[src/sv/sdcd_pkg.sv]
`timescale 1ns / 1ps

package sdcd_pkg;

    localparam logic [31:0] OSC_HZ       = 32'd24000000;
    localparam logic [31:0] BAND_SLOW_HZ = 32'd400000;
    localparam logic [31:0] BAND_MID_HZ  = 32'd25000000;
    localparam logic [31:0] BAND_FAST_HZ = 32'd50000000;
    localparam logic [31:0] PLL_RESET_HZ = 32'd600000000;
    localparam logic [31:0] DIV_MAX      = 32'd16;
    localparam logic [1:0]  MAX_HALVINGS = 2'd3;

    localparam int unsigned ENABLE_POS = 31;
    localparam int unsigned SOURCE_POS = 24;

    typedef logic [1:0] status_t;

    localparam status_t ST_SET         = 2'd0;
    localparam status_t ST_STOPPED     = 2'd1;
    localparam status_t ST_UNREACHABLE = 2'd2;

    // (output delay, sample delay) pair of one frequency band
    typedef struct packed {
        logic [2:0] odly;
        logic [2:0] sdly;
    } delay_t;

endpackage

[src/sv/sd_clock_divider_solver_top.sv]
`timescale 1ns / 1ps

// SD card clock divider solver.
// Command channel: drive target_hz with start high; the word is taken at the
// clock edge where start is high and busy is low. A zero target is answered
// on the next cycle. Any other target runs a bit-serial division of the
// source frequency (24 MHz oscillator up to 24 MHz, else the PLL register)
// by the target, one quotient bit per cycle, then rounds the quotient up,
// then halves it once per prescaler step (at most three halvings) and at
// last packs the word or reports it unreachable. One item is worked at a
// time.
// Result channel: clock_word and status are shown for exactly one cycle with
// done high; the receiver cannot stall and must take the word there.
// Configuration: APB write to byte address 0 sets pll_frequency_hz; pready
// is tied high. Write it only while busy is low and no result is pending.
// Reset: the held clock word clears to zero, the PLL register returns to
// 600 MHz and the solver goes idle with done low.
module sd_clock_divider_solver_top (
    input  logic                 clk,
    input  logic                 rst_n,
    input  logic                 start,
    output logic                 busy,
    input  logic [31:0]          target_hz,
    output logic                 done,
    output logic [31:0]          clock_word,
    output sdcd_pkg::status_t    status,
    input  logic                 psel,
    input  logic                 penable,
    input  logic                 pwrite,
    input  logic [2:0]           paddr,
    input  logic [31:0]          pwdata,
    output logic [31:0]          prdata,
    output logic                 pready
);
    import sdcd_pkg::*;

    localparam logic [1:0] S_IDLE = 2'd0;
    localparam logic [1:0] S_DIV  = 2'd1;
    localparam logic [1:0] S_CEIL = 2'd2;
    localparam logic [1:0] S_NORM = 2'd3;

    logic [1:0]  state_reg, state_next;
    logic [31:0] pll_reg, pll_next;
    logic [31:0] word_reg, word_next;
    logic        done_reg, done_next;
    status_t     status_reg, status_next;
    logic [32:0] rem_reg, rem_next;
    logic [31:0] quo_reg, quo_next;
    logic [31:0] dsr_reg, dsr_next;
    logic [4:0]  cnt_reg, cnt_next;
    logic        pll_src_reg, pll_src_next;
    logic [1:0]  halv_reg, halv_next;

    logic        accept;
    logic        cfg_wr;
    logic [32:0] rem_sh;
    logic        ge;
    logic [32:0] inc_sum;
    delay_t      dly;

    assign pready = 1'b1;
    assign accept = start && (state_reg == S_IDLE);
    assign cfg_wr = psel && penable && pwrite && pready && (paddr[2] == 1'b0);
    assign prdata = (paddr[2] == 1'b0) ? pll_reg : 32'd0;

    assign busy       = (state_reg != S_IDLE);
    assign done       = done_reg;
    assign clock_word = word_reg;
    assign status     = status_reg;

    // Shift the next dividend bit into the partial remainder, trial subtract
    assign rem_sh  = {rem_reg[31:0], quo_reg[31]};
    assign ge      = (rem_sh >= {1'b0, dsr_reg});
    assign inc_sum = {1'b0, quo_reg} + 33'd1;

    // Delay band from the target held in the divisor register
    always_comb
    begin
        priority if (dsr_reg <= BAND_SLOW_HZ)
        begin
            dly = '{odly: 3'd0, sdly: 3'd0};
        end
        else if (dsr_reg <= BAND_MID_HZ)
        begin
            dly = '{odly: 3'd0, sdly: 3'd5};
        end
        else if (dsr_reg <= BAND_FAST_HZ)
        begin
            dly = '{odly: 3'd3, sdly: 3'd4};
        end
        else
        begin
            dly = '{odly: 3'd1, sdly: 3'd4};
        end
    end

    always_comb
    begin
        state_next   = state_reg;
        pll_next     = cfg_wr ? pwdata : pll_reg;
        word_next    = word_reg;
        done_next    = 1'b0;
        status_next  = status_reg;
        rem_next     = rem_reg;
        quo_next     = quo_reg;
        dsr_next     = dsr_reg;
        cnt_next     = cnt_reg;
        pll_src_next = pll_src_reg;
        halv_next    = halv_reg;

        unique case (state_reg)
            S_IDLE:
            begin
                if (accept)
                begin
                    if (target_hz == 32'd0)
                    begin
                        // Stop the clock: drop only the enable bit
                        word_next             = word_reg;
                        word_next[ENABLE_POS] = 1'b0;
                        status_next           = ST_STOPPED;
                        done_next             = 1'b1;
                    end
                    else
                    begin
                        pll_src_next = (target_hz > OSC_HZ);
                        quo_next     = (target_hz > OSC_HZ) ? pll_reg : OSC_HZ;
                        dsr_next     = target_hz;
                        rem_next     = 33'd0;
                        cnt_next     = 5'd31;
                        halv_next    = 2'd0;
                        state_next   = S_DIV;
                    end
                end
            end
            S_DIV:
            begin
                rem_next = ge ? (rem_sh - {1'b0, dsr_reg}) : rem_sh;
                quo_next = {quo_reg[30:0], ge};
                cnt_next = cnt_reg - 5'd1;
                if (cnt_reg == 5'd0)
                begin
                    state_next = S_CEIL;
                end
            end
            S_CEIL:
            begin
                // Round up; a zero quotient means the fastest setting
                if (quo_reg == 32'd0)
                begin
                    quo_next = 32'd1;
                end
                else if (rem_reg != 33'd0)
                begin
                    quo_next = inc_sum[31:0];
                end
                state_next = S_NORM;
            end
            S_NORM:
            begin
                if (quo_reg > DIV_MAX)
                begin
                    if (halv_reg == MAX_HALVINGS)
                    begin
                        status_next = ST_UNREACHABLE;
                        done_next   = 1'b1;
                        state_next  = S_IDLE;
                    end
                    else
                    begin
                        quo_next  = inc_sum[32:1];
                        halv_next = halv_reg + 2'd1;
                    end
                end
                else
                begin
                    word_next             = 32'd0;
                    word_next[ENABLE_POS] = 1'b1;
                    word_next[SOURCE_POS] = pll_src_reg;
                    word_next[22:20]      = dly.sdly;
                    word_next[17:16]      = halv_reg;
                    word_next[10:8]       = dly.odly;
                    word_next[3:0]        = quo_reg[3:0] - 4'd1;
                    status_next           = ST_SET;
                    done_next             = 1'b1;
                    state_next            = S_IDLE;
                end
            end
            default:
            begin
                state_next = S_IDLE;
            end
        endcase
    end

    always_ff @(posedge clk or negedge rst_n)
    begin
        if (!rst_n)
        begin
            state_reg  <= S_IDLE;
            pll_reg    <= PLL_RESET_HZ;
            word_reg   <= 32'd0;
            done_reg   <= 1'b0;
            status_reg <= ST_SET;
        end
        else
        begin
            state_reg  <= state_next;
            pll_reg    <= pll_next;
            word_reg   <= word_next;
            done_reg   <= done_next;
            status_reg <= status_next;
        end
    end

    always_ff @(posedge clk)
    begin
        rem_reg     <= rem_next;
        quo_reg     <= quo_next;
        dsr_reg     <= dsr_next;
        cnt_reg     <= cnt_next;
        pll_src_reg <= pll_src_next;
        halv_reg    <= halv_next;
    end

endmodule

[config.mk]
export PLATFORM = sky130hd
export DESIGN_NAME = sd_clock_divider_solver_top
export DESIGN_NICKNAME = d
export VERILOG_FILES = /design/src/sv/sdcd_pkg.sv /design/src/sv/sd_clock_divider_solver_top.sv
export SDC_FILE = /design/constraint.sdc
export NUM_CORES = 1
export LEC_CHECK = 0
export ABC_AREA = 1
export BUFFER_PORTS_ARGS = -buffer_cell sky130_fd_sc_hd__buf_2
export CORE_MARGIN = 2
export CORE_UTILIZATION = 65
export DETAILED_ROUTE_END_ITERATION = 10
export MAX_ROUTING_LAYER = met4
export PLACE_DENSITY = 0.88
export SYNTH_ARGS = -nofsm -noshare
export SYNTH_HDL_FRONTEND = slang
export SYNTH_SLANG_ARGS = --single-unit
[constraint.sdc]
create_clock -name clk -period 9 [get_ports clk]
set_input_delay 1.35 -clock clk [delete_from_list [all_inputs] [get_ports clk]]
set_output_delay 1.35 -clock clk [all_outputs]
set_load 0.02 [all_outputs]
* After elaboration in Yosys (flattened, before gate mapping)
Cells that the tools add are included. Widths: inputs -> output; s select.
Word-level totals: register bits after elaboration 174, input port bits 73, output and inout bits 69, word-level logic and storage cells 104
Operators by class: add/subtract/negate cells 5, order comparisons 6, equal/unequal tests 13, mux-type cells 44, bitwise logic cells 4, reduce and logical (&&, ||, !) cells 20
Operators with widths (number):
- $mux 32 | 11
- $pmux 32 s4 | 1
- $mux 33 | 3
- $pmux 33 s2 | 1
- $logic_not 32->1 | 2
- $pmux 32 s2 | 1
- $add 32x1->33 const B | 1
- $ge 33x32->1 | 1
- $reduce_bool 33->1 | 1
- $sub 33x32->33 | 1
- $gt 32x25->1 const B | 1
- $gt 32x5->1 const B | 1
- $le 32x19->1 const B | 1
- $le 32x25->1 const B | 1
- $le 32x26->1 const B | 1
- $mux 2 | 13
- $mux 5 | 4
- $ne 2x2->1 const B | 6
- $reduce_and 4->1 | 3
- $pmux 5 s2 | 1
- $reduce_and 5->1 | 2
- $reduce_and 3->1 | 3
- $pmux 2 s2 | 2
- $pmux 2 s4 | 1
- 15 further kinds | 29

* Logic depth before layout (Yosys ltp)
word-level depth 6, mapped depth 16, mapped depth without buffers 16

* Least setup slack after synthesis
No wires, ideal clock.
path kind input-to-reg, start in target_hz[29], end reg quo_reg[0], enable pin, setup time 0.461 ns, data arrival time 4.094 ns, data required time 8.539 ns, slack 4.445 ns, stages on the path 7, buffers on the path 0, cells stage by stage nor2_1 > and2_1 > nand3_1 > nor2_1 > nand2_1 > o21ai_0 > nor3_1
Between the ends: longest elaborated chain between the ends 3
RTL lines:
- start: declaration | RTL line sd_clock_divider_solver_top.sv:23 | input logic [31:0] target_hz,
- $logic_not 32->1 | RTL line sd_clock_divider_solver_top.sv:116 | if (target_hz == 32'd0)
- $ne 2x2->1 (no line)
- $reduce_and 5->1 (no line)
- end signal: assignment | RTL line sd_clock_divider_solver_top.sv:219 | quo_reg <= quo_next;
- end: declaration | RTL line sd_clock_divider_solver_top.sv:48 | logic [31:0] quo_reg, quo_next;
No other way between the ends. A chain may end at the register's enable or synchronous reset.

* Worst setup path in the final report
start reg state_reg[1], end out busy
Between the ends: longest elaborated chain between the ends 1
RTL lines:
- start: declaration | RTL line sd_clock_divider_solver_top.sv:42 | logic [1:0] state_reg, state_next;
- start signal: assignment | RTL line sd_clock_divider_solver_top.sv:208 | state_reg <= state_next;
- $reduce_bool 2->1 | RTL line sd_clock_divider_solver_top.sv:66 | assign busy = (state_reg != S_IDLE);
- end: declaration | RTL line sd_clock_divider_solver_top.sv:22 | output logic busy,
No other way between the ends.

==> qor.txt <==
status: complete, no violations
largest net degree at the start of global routing: 65
# nets final: 1957
first-pass GRT wire length: 57000 um
CP endpoint kind: output pin
gr usage total: 38.7%
PortBufs: 118
Worst Max-Slew Pin Slew: 1.06 ns
yosys warns: 0
Root Driver: clkbuf_16
cell taking the most area after synthesis: edfxtp_1
Syn Area/Cell: 6.79 um^2
gpl congestion: 1.09
Mapped Area: 11800 um^2
CTS tree: yes
critical path arrival: 2.48 ns
layout cells sized above 1: 12.1%
drt drc: 0
final WL: 36800 um
Layout Cells excl Fill: 2086
gr ovfl total: 0
Peak Freq: 0.261 GHz
post-cts gate resize count: 0
chip height: 139 um
cell count after synthesis: 1736
EDFF count, synth: 105
sequential share of the synthesized area: 37.3%
TNS Setup: 0 ns
max reg flops: 33
total number of vias: 12090
max-cap violations: 0
Register Area: 4390 um^2
worst r2r path cells: 8
area delta synth->final: 11.0%
Worst Setup EP: busy
reg-to-reg slack, setup: 5.44 ns
Final period util: 42.6%
Fin. Hold Viols: 0
CP Data Required Time: 7.65 ns
fillers: 1410
highest-delay cell along the critical path: ha_1
CP peak stage delay: 0.85 ns
Placed Cells incl. Taps: 2053
initial antenna violation count: 1
VDD IR max: 0.245 mV
ys flop type: edfxtp_1
total CTS buffers: 17
worst min path class: reg2reg
Post-CTS Setup Repair Bufs: 0
HPWL Detailed: 28300 um
FF-to-FF End: clock_word[0]
DR iter-0 viols: 1421
vias in the first global route: 11172
share of the synthesized area in the top cell type: 26.8%
multi-input logic area: 6100 um^2
initial core utilization: 65.8%
hold slack: 0.470 ns
core region area: 17900 um^2
cts-stage hold buffer count: 0
CP startpoint kind: flip-flop
most frequent cells in the layout: 505 x nand2_1, 261 x inv_1, 252 x nor2_1
cell row count: 49
kind of critical path: reg2out
Post-synth ARST share: 31.8%
commonest non-fill, non-tap cell in the layout: nand2_1
Clock Latency Late Sink: 0.45 ns
pwr dens: 367 nW/um^2
H-tree depth: 4
worst path cell trace: inv_1 -> ha_1 -> clkinv_1 -> buf_4 -> buf_2
Clock Path Buffers: 2
DR pass1 iterations: 8
Sink Count: 154
DIE AREA: 19200 um^2
RSZ-0062 raised after global routing: false
Slew HR: 29.1%
Die X-Extent: 139 um
Crit. Startpoint: state_reg[1]
Fin Clk Skew: 0.0181 ns
crit-path max FO: 25
worst r2r src: state_reg[1]
Worst-path clk slew: 0.08 ns
Seq cells post-synth: 154
Period minus WS final: 3.83 ns
Leak Pwr: 6.54 nW
routed len/inst: 17.7 um
synth top area cells: edfxtp_1 27%, nand2_1 16%, inv_1 8.3%
Max Slew Vio Count: 0
final antenna-violating net count: 0
Yosys cell types: 48
Ports: 142
vias per inst: 5.80
# setup viols final: 0
routing by layer:
layer  part of all wire [%]  vias up  global-route usage, %
met1                     38     5432                   45.9
li1                       -     5725                      -
met4                    5.1        0                   16.0
met3                    9.8      167                   8.49
met5                      0        -                      -
met2                     47      766                   64.2
area by class of cell:
type / instances / area share [%]
diodes: 1 / 0.0191
clock buffers: 17 / 3.25
clock inverters: 15 / 1.51
inverters: 273 / 7.84
multi-input cells: 1272 / 46.7
flip-flops and latches: 154 / 33.6
well taps: 229 / 2.19
repair buffers: 125 / 4.92
critical path, delay by kind of cell, from the launching register on:
family | cells | cell delay (ns)
adder cells (fa/ha/maj) | 1 | 0.85
buffers and inverters | 4 | 0.74
flip-flops | 1 | 0.43
cells in the mapped netlist, drive strengths merged (2+ instances only):
| cell type | number |
|---|---|
| a21oi | 77 |
| and2 | 3 |
| buf | 32 |
| clkbuf | 24 |
| conb | 2 |
| dfrtp | 39 |
| dfstp | 10 |
| edfxtp | 105 |
| ha | 40 |
| inv | 272 |
| nand2 | 517 |
| nand3 | 129 |
| nand3b | 12 |
| nand4 | 46 |
| nor2 | 274 |
| nor3 | 36 |
| nor4 | 10 |
| o211ai | 5 |
| o21ai | 46 |
| o21bai | 5 |
| o22ai | 8 |
| o31ai | 2 |
| or2 | 7 |
| xnor2 | 18 |
| xor2 | 11 |
worst min path at each step:
stage          slack (ns)         from  cells after the start        endpoint
6_report             0.47  pll_src_reg                      2  clock_word[24]
5_1_grt              0.49  pll_src_reg                      2  clock_word[24]
4_1_cts              0.47  pll_src_reg                      2  clock_word[24]
3_5_place_dp         0.46    status[0]                      2       status[0]
3_3_place_gp         0.45  pll_src_reg                      2  clock_word[24]
2_1_floorplan        0.43  pll_src_reg                      2  clock_word[24]
logic make-up after synthesis:
group	count (synthesis)	share of synthesized area, %
fa+ha+maj	41	4.42
compound gates	146	6.64
buf+inv	329	11.6
other cells	2	0.0637
flops	154	37.3
simple gates	1035	37.9
xor+xnor	29	2.16
power breakdown:
part	switching (mW)	internal, mW
Sequential	0.225	1.13
Combinational	1.86	0.822
Clock	0.361	0.402
through the flow:
stage	worst slack, ns	area, um^2	util [%]	power (mW)
finish	5.17	13100	73.0	4.80
global route	5.04	13100	73.0	5.11
CTS	5.21	13100	73.0	4.71
detailed placement	5.14	12500	69.5	3.93
global placement	5.21	12500	69.5	3.87
floorplan	4.45	11900	-	3.26
(Power assumes the default switching activity.)
